**config.mk**
```make
export PLATFORM = sky130hd
export DESIGN_NAME = adc_channel_scan_averager_flat
export DESIGN_NICKNAME = d
export VERILOG_FILES = /design/src/design/acsa_pkg.sv /design/src/design/acsa_if.sv /design/src/design/acsa_scan_core.sv /design/src/design/adc_channel_scan_averager.sv /design/src/flat_wrapper.sv
export SDC_FILE = /design/constraint.sdc
export NUM_CORES = 1
export LEC_CHECK = 0
export BUFFER_PORTS_ARGS = -buffer_cell sky130_fd_sc_hd__buf_4
export CORE_ASPECT_RATIO = 0.8
export CORE_UTILIZATION = 44
export CTS_CLUSTER_SIZE = 14
export DETAILED_ROUTE_END_ITERATION = 7
export HOLD_SLACK_MARGIN = 0.03
export PLACE_DENSITY_LB_ADDON = 0.12
export SLEW_MARGIN = 20
export SYNTH_ARGS = -nofsm -noshare
export SYNTH_HDL_FRONTEND = slang
export SYNTH_SLANG_ARGS = --single-unit
```
**constraint.sdc**
```tcl
create_clock -name clock -period 8.05 [get_ports clock]
set_input_delay 1.2075 -clock clock [delete_from_list [all_inputs] [get_ports clock]]
set_output_delay 1.2075 -clock clock [all_outputs]
set_load 0.02 [all_outputs]
```
**src/design/acsa_pkg.sv**
```systemverilog
package acsa_pkg;

   // Field widths of one input beat and one result beat.
   localparam int SAMPLE_W  = 10;
   localparam int CHANNEL_W = 3;
   localparam int MUX_W     = 4;
   localparam int AVERAGE_W = 10;

   // Internal state widths.
   localparam int ACC_W   = 16;
   localparam int COUNT_W = 7;

   // Configuration register widths and port geometry.
   localparam int CSR_INDEX_W     = 2;
   localparam int CSR_DATA_W      = 32;
   localparam int CHANNEL_COUNT_W = 4;
   localparam int SHIFT_W         = 3;
   localparam int MUX_TABLE_W     = 32;

   // Register indexes on the configuration port.
   localparam logic [CSR_INDEX_W-1:0] CSR_CHANNEL_COUNT = 2'd0;
   localparam logic [CSR_INDEX_W-1:0] CSR_SAMPLE_SHIFT  = 2'd1;
   localparam logic [CSR_INDEX_W-1:0] CSR_MUX_TABLE     = 2'd2;

   // Register reset values.
   localparam logic [CHANNEL_COUNT_W-1:0] CHANNEL_COUNT_RESET = 4'd1;
   localparam logic [SHIFT_W-1:0]         SAMPLE_SHIFT_RESET  = 3'd2;
   localparam logic [MUX_TABLE_W-1:0]     MUX_TABLE_RESET     = 32'd0;

   // Largest shift honoured; a larger code is clamped to it.
   localparam logic [SHIFT_W-1:0] MAX_SHIFT = 3'd6;

   // Request codes.
   localparam logic REQ_CONVERSION = 1'b0;
   localparam logic REQ_READ       = 1'b1;

   typedef struct packed {
      logic [CHANNEL_COUNT_W-1:0] channel_count;
      logic [SHIFT_W-1:0]         sample_shift;
      logic [MUX_TABLE_W-1:0]     mux_table;
   } config_type;

   typedef struct packed {
      logic [AVERAGE_W-1:0] read_value;
      logic [MUX_W-1:0]     mux_code;
      logic [CHANNEL_W-1:0] active_channel;
      logic                 average_stored;
   } result_type;

endpackage

```
**src/design/acsa_if.sv**
```systemverilog
// Request channel: one conversion result or one average read per beat.
interface acsa_req_if;
   logic                            valid;
   logic                            ready;
   logic                            req_type;
   logic [acsa_pkg::SAMPLE_W-1:0]   sample;
   logic [acsa_pkg::CHANNEL_W-1:0]  read_channel;

   modport source (output valid, output req_type, output sample, output read_channel,
                   input ready);
   modport sink   (input valid, input req_type, input sample, input read_channel,
                   output ready);
endinterface

// Response channel: one result per request beat.
interface acsa_rsp_if;
   logic                            valid;
   logic                            ready;
   logic [acsa_pkg::AVERAGE_W-1:0]  read_value;
   logic [acsa_pkg::MUX_W-1:0]      mux_code;
   logic [acsa_pkg::CHANNEL_W-1:0]  active_channel;
   logic                            average_stored;

   modport source (output valid, output read_value, output mux_code,
                   output active_channel, output average_stored, input ready);
   modport sink   (input valid, input read_value, input mux_code,
                   input active_channel, input average_stored, output ready);
endinterface

```
**src/design/acsa_scan_core.sv**
```systemverilog
module acsa_scan_core #(
   parameter int NUM_CHANNELS = 8
) (
   input  logic                            clock,
   input  logic                            reset,
   input  logic                            accept,
   input  logic                            req_type,
   input  logic [acsa_pkg::SAMPLE_W-1:0]   sample,
   input  logic [acsa_pkg::CHANNEL_W-1:0]  read_channel,
   input  acsa_pkg::config_type            cfg,
   output acsa_pkg::result_type            result
);

   // Only eight scan positions are addressable, so at most eight slots exist.
   localparam int SLOTS  = (NUM_CHANNELS < 8) ? NUM_CHANNELS : 8;
   localparam int SLOT_W = (SLOTS > 1) ? $clog2(SLOTS) : 1;
   localparam logic [acsa_pkg::CHANNEL_W:0]       SLOT_LIMIT = (acsa_pkg::CHANNEL_W + 1)'(SLOTS);
   localparam logic [acsa_pkg::CHANNEL_COUNT_W:0] MAX_COUNT  =
      (acsa_pkg::CHANNEL_COUNT_W + 1)'(NUM_CHANNELS);

   logic [acsa_pkg::ACC_W-1:0]     accumulator_ff, accumulator_in;
   logic [acsa_pkg::COUNT_W-1:0]   sample_count_ff, sample_count_in;
   logic [acsa_pkg::CHANNEL_W-1:0] channel_index_ff, channel_index_in;
   logic [acsa_pkg::AVERAGE_W-1:0] average_ff [SLOTS];

   logic [acsa_pkg::SHIFT_W-1:0]         shift_eff;
   logic [acsa_pkg::COUNT_W-1:0]         count_limit;
   logic [acsa_pkg::CHANNEL_COUNT_W:0]   count_eff;
   logic [acsa_pkg::CHANNEL_COUNT_W:0]   index_next;
   logic [acsa_pkg::AVERAGE_W-1:0]       new_average;
   logic                                 store_average;
   logic                                 write_slot;
   logic                                 read_in_range;

   // Clamp the configuration to the supported ranges.
   always_comb begin
      shift_eff = (cfg.sample_shift > acsa_pkg::MAX_SHIFT) ? acsa_pkg::MAX_SHIFT
                                                          : cfg.sample_shift;
      count_limit = acsa_pkg::COUNT_W'(1) << shift_eff;
      if (cfg.channel_count == '0) begin
         count_eff = (acsa_pkg::CHANNEL_COUNT_W + 1)'(1);
      end else if ({1'b0, cfg.channel_count} > MAX_COUNT) begin
         count_eff = MAX_COUNT;
      end else begin
         count_eff = {1'b0, cfg.channel_count};
      end
   end

   // Accumulate, or close the channel's average and move the scan on.
   always_comb begin
      accumulator_in   = accumulator_ff;
      sample_count_in  = sample_count_ff;
      channel_index_in = channel_index_ff;
      store_average    = 1'b0;
      new_average      = acsa_pkg::AVERAGE_W'(accumulator_ff >> shift_eff);
      index_next       = (acsa_pkg::CHANNEL_COUNT_W + 1)'(channel_index_ff) + 1'b1;
      if (req_type == acsa_pkg::REQ_CONVERSION) begin
         if (sample_count_ff < count_limit) begin
            sample_count_in = sample_count_ff + 1'b1;
            accumulator_in  = accumulator_ff + acsa_pkg::ACC_W'(sample);
         end else begin
            store_average   = 1'b1;
            accumulator_in  = '0;
            sample_count_in = '0;
            channel_index_in = (index_next >= count_eff) ? '0
                               : index_next[acsa_pkg::CHANNEL_W-1:0];
         end
      end
   end

   assign write_slot    = store_average && ({1'b0, channel_index_ff} < SLOT_LIMIT);
   assign read_in_range = {1'b0, read_channel} < SLOT_LIMIT;

   // Scan state advances only on an accepted beat.
   always_ff @(posedge clock) begin
      if (reset) begin
         accumulator_ff   <= '0;
         sample_count_ff  <= '0;
         channel_index_ff <= '0;
      end else if (accept) begin
         accumulator_ff   <= accumulator_in;
         sample_count_ff  <= sample_count_in;
         channel_index_ff <= channel_index_in;
      end
   end

   // Per-channel averages, cleared by reset.
   always_ff @(posedge clock) begin
      if (reset) begin
         for (int i = 0; i < SLOTS; i++) begin
            average_ff[i] <= '0;
         end
      end else if (accept && write_slot) begin
         average_ff[channel_index_ff[SLOT_W-1:0]] <= new_average;
      end
   end

   // Result of the beat, as seen after its state update.
   always_comb begin
      result.read_value = '0;
      if (req_type == acsa_pkg::REQ_READ && read_in_range) begin
         result.read_value = average_ff[read_channel[SLOT_W-1:0]];
      end
      result.active_channel = channel_index_in;
      result.mux_code       = cfg.mux_table[{channel_index_in, 2'b00} +: acsa_pkg::MUX_W];
      result.average_stored = store_average;
   end

endmodule

```
**src/design/adc_channel_scan_averager.sv**
```systemverilog
// ADC channel scan averager. Each conversion beat either adds its sample to the running
// sum of the active channel or, once 2^s samples are in (s = sample_shift, at most 6), is
// dropped while the sum shifted down by s is stored as that channel's average and the scan
// moves to the next channel (back to channel 0 after channel_count-1); each response
// reports the active channel and its mux code. A read beat returns a channel's stored
// average. One request is taken every clock unless stalled: the state update is a single
// add and compare, and the response sits in one output register that is refilled in the
// cycle it is taken, so a response appears in the cycle after its request. Configuration
// writes are taken at any time but should be made only while no request is in flight.
module adc_channel_scan_averager #(
   parameter int NUM_CHANNELS = 8
) (
   input  logic                                  clock,
   input  logic                                  reset,
   acsa_req_if.sink                              req_chan,
   acsa_rsp_if.source                            rsp_chan,
   input  logic                                  csr_write_enable,
   input  logic [acsa_pkg::CSR_INDEX_W-1:0]      csr_index,
   input  logic [acsa_pkg::CSR_DATA_W-1:0]       csr_write_data
);

   acsa_pkg::config_type cfg_ff;
   acsa_pkg::result_type result;
   acsa_pkg::result_type rsp_data_ff;
   logic                 rsp_valid_ff;
   logic                 req_accept;

   // Configuration registers.
   always_ff @(posedge clock) begin
      if (reset) begin
         cfg_ff.channel_count <= acsa_pkg::CHANNEL_COUNT_RESET;
         cfg_ff.sample_shift  <= acsa_pkg::SAMPLE_SHIFT_RESET;
         cfg_ff.mux_table     <= acsa_pkg::MUX_TABLE_RESET;
      end else if (csr_write_enable) begin
         unique case (csr_index)
            acsa_pkg::CSR_CHANNEL_COUNT: begin
               cfg_ff.channel_count <= csr_write_data[acsa_pkg::CHANNEL_COUNT_W-1:0];
            end
            acsa_pkg::CSR_SAMPLE_SHIFT: begin
               cfg_ff.sample_shift <= csr_write_data[acsa_pkg::SHIFT_W-1:0];
            end
            acsa_pkg::CSR_MUX_TABLE: begin
               cfg_ff.mux_table <= csr_write_data[acsa_pkg::MUX_TABLE_W-1:0];
            end
            default: begin
            end
         endcase
      end
   end

   // A new beat is taken whenever the output register is empty or being drained.
   assign req_chan.ready = !rsp_valid_ff || rsp_chan.ready;
   assign req_accept     = req_chan.valid && req_chan.ready;

   acsa_scan_core #(
      .NUM_CHANNELS (NUM_CHANNELS)
   ) u_scan_core (
      .clock        (clock),
      .reset        (reset),
      .accept       (req_accept),
      .req_type     (req_chan.req_type),
      .sample       (req_chan.sample),
      .read_channel (req_chan.read_channel),
      .cfg          (cfg_ff),
      .result       (result)
   );

   // Output register.
   always_ff @(posedge clock) begin
      if (reset) begin
         rsp_valid_ff <= 1'b0;
      end else if (req_accept) begin
         rsp_valid_ff <= 1'b1;
      end else if (rsp_chan.ready) begin
         rsp_valid_ff <= 1'b0;
      end
   end

   always_ff @(posedge clock) begin
      if (req_accept) begin
         rsp_data_ff <= result;
      end
   end

   assign rsp_chan.valid          = rsp_valid_ff;
   assign rsp_chan.read_value     = rsp_data_ff.read_value;
   assign rsp_chan.mux_code       = rsp_data_ff.mux_code;
   assign rsp_chan.active_channel = rsp_data_ff.active_channel;
   assign rsp_chan.average_stored = rsp_data_ff.average_stored;

endmodule

```
**src/flat_wrapper.sv**
```systemverilog
// flat-port wrapper written by rule: the top's interface ports become plain ports
module adc_channel_scan_averager_flat 
#(
   parameter int NUM_CHANNELS = 8
)
  (clock, reset, csr_write_enable, csr_index, csr_write_data, req_chan_valid, req_chan_req_type, req_chan_sample, req_chan_read_channel, req_chan_ready, rsp_chan_valid, rsp_chan_read_value, rsp_chan_mux_code, rsp_chan_active_channel, rsp_chan_average_stored, rsp_chan_ready);
  acsa_req_if req_chan_i ();
  acsa_rsp_if rsp_chan_i ();
  input  logic clock;
  input  logic reset;
  input  logic csr_write_enable;
  input  logic [acsa_pkg::CSR_INDEX_W-1:0] csr_index;
  input  logic [acsa_pkg::CSR_DATA_W-1:0] csr_write_data;
  input wire logic [$bits(req_chan_i.valid)-1:0] req_chan_valid;
  input wire logic [$bits(req_chan_i.req_type)-1:0] req_chan_req_type;
  input wire logic [$bits(req_chan_i.sample)-1:0] req_chan_sample;
  input wire logic [$bits(req_chan_i.read_channel)-1:0] req_chan_read_channel;
  output wire logic [$bits(req_chan_i.ready)-1:0] req_chan_ready;
  output wire logic [$bits(rsp_chan_i.valid)-1:0] rsp_chan_valid;
  output wire logic [$bits(rsp_chan_i.read_value)-1:0] rsp_chan_read_value;
  output wire logic [$bits(rsp_chan_i.mux_code)-1:0] rsp_chan_mux_code;
  output wire logic [$bits(rsp_chan_i.active_channel)-1:0] rsp_chan_active_channel;
  output wire logic [$bits(rsp_chan_i.average_stored)-1:0] rsp_chan_average_stored;
  input wire logic [$bits(rsp_chan_i.ready)-1:0] rsp_chan_ready;
  assign req_chan_i.valid = req_chan_valid;
  assign req_chan_i.req_type = req_chan_req_type;
  assign req_chan_i.sample = req_chan_sample;
  assign req_chan_i.read_channel = req_chan_read_channel;
  assign req_chan_ready = req_chan_i.ready;
  assign rsp_chan_valid = rsp_chan_i.valid;
  assign rsp_chan_read_value = rsp_chan_i.read_value;
  assign rsp_chan_mux_code = rsp_chan_i.mux_code;
  assign rsp_chan_active_channel = rsp_chan_i.active_channel;
  assign rsp_chan_average_stored = rsp_chan_i.average_stored;
  assign rsp_chan_i.ready = rsp_chan_ready;
  adc_channel_scan_averager #(.NUM_CHANNELS(NUM_CHANNELS)) u_core (.clock(clock), .reset(reset), .req_chan(req_chan_i), .rsp_chan(rsp_chan_i), .csr_write_enable(csr_write_enable), .csr_index(csr_index), .csr_write_data(csr_write_data));
endmodule
```
==> reports/summary.txt <==
grt ovf - 0
Synth cell types - 56
max_cap viols - 0
clock skew - 0.008772 ns
Leakage - 0.003392 uW
min cycle time layout - 4.163 ns
largest area contributor in the netlist - edfxtp_1
TritonCTS Buffers - 17
WL/cell - 17.72 um
WL final - 17930 um
initial core utilization - 45.46%
failing checks - DRC
vias - 5571
syn nets - 798
predominant post-synthesis flop cell - edfxtp_1
H-tree levels - 4
setup TNS - 0 ns
setup repair after global routing missed its margin - false
YS warnings - 0
clock buffer depth - 2
Setup Buffers After CTS - 0
Synth async-reset ratio - 0%
power per cell area - 211.6 mW/mm^2
status - finished, violations left
CP endpoint kind - register
Root Buffer - clkbuf_16
first-pass GRT wire length - 28520 um
GRT Util Overall - 20.25%
r2r setup slk - 3.89 ns
Area Growth Syn to Fin - 16.51%
ant diodes - 0
post-CTS resize count - 0
sequential area share after synthesis - 53.48%
Placement Rows - 43
CTS Sinks - 164
final setup vio count - 0
clock slew at reported path FFs - 0.06 ns
DRC Markers - 1
CTS tree - done
First-pass DRT Iterations - 8
startpoint types - register
min-delay worst type - reg -> reg
Commonest cells post-synth - nor2_1 (123), nand2_1 (99), edfxtp_1 (98), dfxtp_1 (66), a21oi_1 (52)
Slew Limit Fails - 0
most frequent cell after synthesis - nor2_1
Req. time, crit path - 8.13 ns
core area - 0.01754 mm^2
Avg Cell Area, Syn - 11.04 um^2
synth top area cells - edfxtp_1 (37%), dfxtp_1 (17%), mux4_2 (6.5%)
post-layout net count - 850
number of flops mapped to enable cells by yosys - 98
upper clock frequency limit - 0.2402 GHz
FF+latch count, synth - 164
I/O Buffers - 72
critical path type - reg -> reg
total power - 1966 uW
Syn Inst Count - 722
normalized max-slew margin - 19.60%
IO Pins - 73
Multi-input gate area - 0.003505 mm^2
number of hold buffers added after cts - 0
largest net degree at the start of global routing - 60
initial antenna violation count - 0
final worst-path cycle share - 51.71%
DP HPWL - 12660 um
Final ANT Viol Nets - 0
worst-path fanout max - 18
slew at the pin closest to its max-slew limit - 1.172 ns
Final GP Congestion - 0.7946
Final Hold Viols - 0
die area - 0.01867 mm^2
Iter 0 DRT Violations - 422
Die Ht - 122.4 um
vias per cell - 5.505
area occupied by registers - 0.004264 mm^2
layout cells sized above 1 - 18.68%
worst vdd ir - 0.0001188 V
fill count - 1545
Fin Hold WS - 0.4523 ns
Die X - 152.5 um
Yosys top cell area share - 36.91%
Post-Syn Area - 0.007974 mm^2
vias in the first global route - 5359
Arr. time, crit path - 4.24 ns
Worst-Skew Late Latency - 0.42 ns
==> through the flow <==
step	area [um^2]	util, %	cells	setup slack, ns
global placement	8648	49.31	979	3.720
global route	9290	52.97	1012	3.534
CTS	9269	52.85	1011	3.830
detailed placement	8648	49.31	979	3.615
floorplan	7974	-	722	4.364
finish	9290	52.97	1012	3.887
==> layout make-up <==
cell class	instances	area share, %
clock buffer	19	4.875
clock inverter	13	1.805
inverter	11	0.4444
multi-input combinational	504	37.72
sequential	164	45.90
tap	225	3.030
timing repair buffer	76	6.222
==> cell usage in the layout, fill, tap and decap left out, types with 3 or more instances in the layout <==
master	instances
nor2_1	122
or3_1	4
mux2i_1	42
nand4_1	8
a21oi_1	52
bufinv_16	3
dfxtp_1	66
xnor2_1	5
clkbuf_16	17
nand3b_1	4
inv_1	11
ha_1	22
nand3_1	14
mux4_1	7
edfxtp_1	98
a21o_1	5
inv_6	3
nand2_1	99
mux2_2	6
a211oi_1	8
mux4_2	23
nor3_1	8
xor2_1	5
o21ai_0	17
o21a_1	3
buf_4	75
nor2b_1	14
==> cell families after synthesis <==
logic type / count (synthesis) / share of synthesized area [%]
flip-flops: 164 / 53.48
adder cells (fa/ha/maj): 23 / 3.703
XOR/XNOR: 10 / 1.098
AND/OR/NAND/NOR: 285 / 15.31
multiplexers: 80 / 15.38
buffers and inverters: 54 / 2.683
AO/OA/AOI/OAI: 106 / 8.348
==> critical path, stage by stage (launching register included) <==
cell       delay, ns
dfxtp_1         0.83
or3b_2          0.50
ha_1            0.29
nand3_1         0.09
a2bb2oi_2       0.17
a211oi_1        0.85
nand4_1         0.57
nand2_1         0.52
==> worst paths after layout <==
kind                             startpoint                                                end  depth (start not counted)
max reg2reg  u_core.cfg_ff[32]$_SDFFE_PP0P_  u_core.u_scan_core.average_ff[5][2]$_SDFFCE_PN0P_                          7
min          u_core.cfg_ff[16]$_SDFFE_PP0P_                     u_core.cfg_ff[16]$_SDFFE_PP0P_                          2
min reg2reg  u_core.cfg_ff[16]$_SDFFE_PP0P_                     u_core.cfg_ff[16]$_SDFFE_PP0P_                          2
max          u_core.cfg_ff[32]$_SDFFE_PP0P_  u_core.u_scan_core.average_ff[5][2]$_SDFFCE_PN0P_                          7
==> report_power, final <==
part           leakage (uW)  switching, uW  internal [uW]
logic               0.00155            104           78.6
clock network      0.000298            337            508
registers           0.00154           18.8            919
total               0.00339            460           1510
==> layer usage <==
| metal | up-vias | part of all wire, % | GRT usage [%] |
|---|---|---|---|
| li1 | 2718 | - | - |
| met1 | 2705 | 49 | 28.18 |
| met2 | 134 | 45 | 32.17 |
| met3 | 14 | 5.1 | 4.661 |
| met4 | 0 | 0.81 | 5.114 |
| met5 | - | 0 | 0 |
==> registers in the layout, summed over array words and instances, names as in the netlist <==
register	flops
u_core.cfg_ff	39
u_core.rsp_chan.active_channel	3
u_core.rsp_chan.average_stored	1
u_core.rsp_chan.mux_code	4
u_core.rsp_chan.read_value	10
u_core.rsp_chan.valid	1
u_core.u_scan_core.accumulator_ff	16
u_core.u_scan_core.average_ff	80
u_core.u_scan_core.channel_index_ff	3
u_core.u_scan_core.sample_count_ff	7
(Power assumes the default switching activity.)
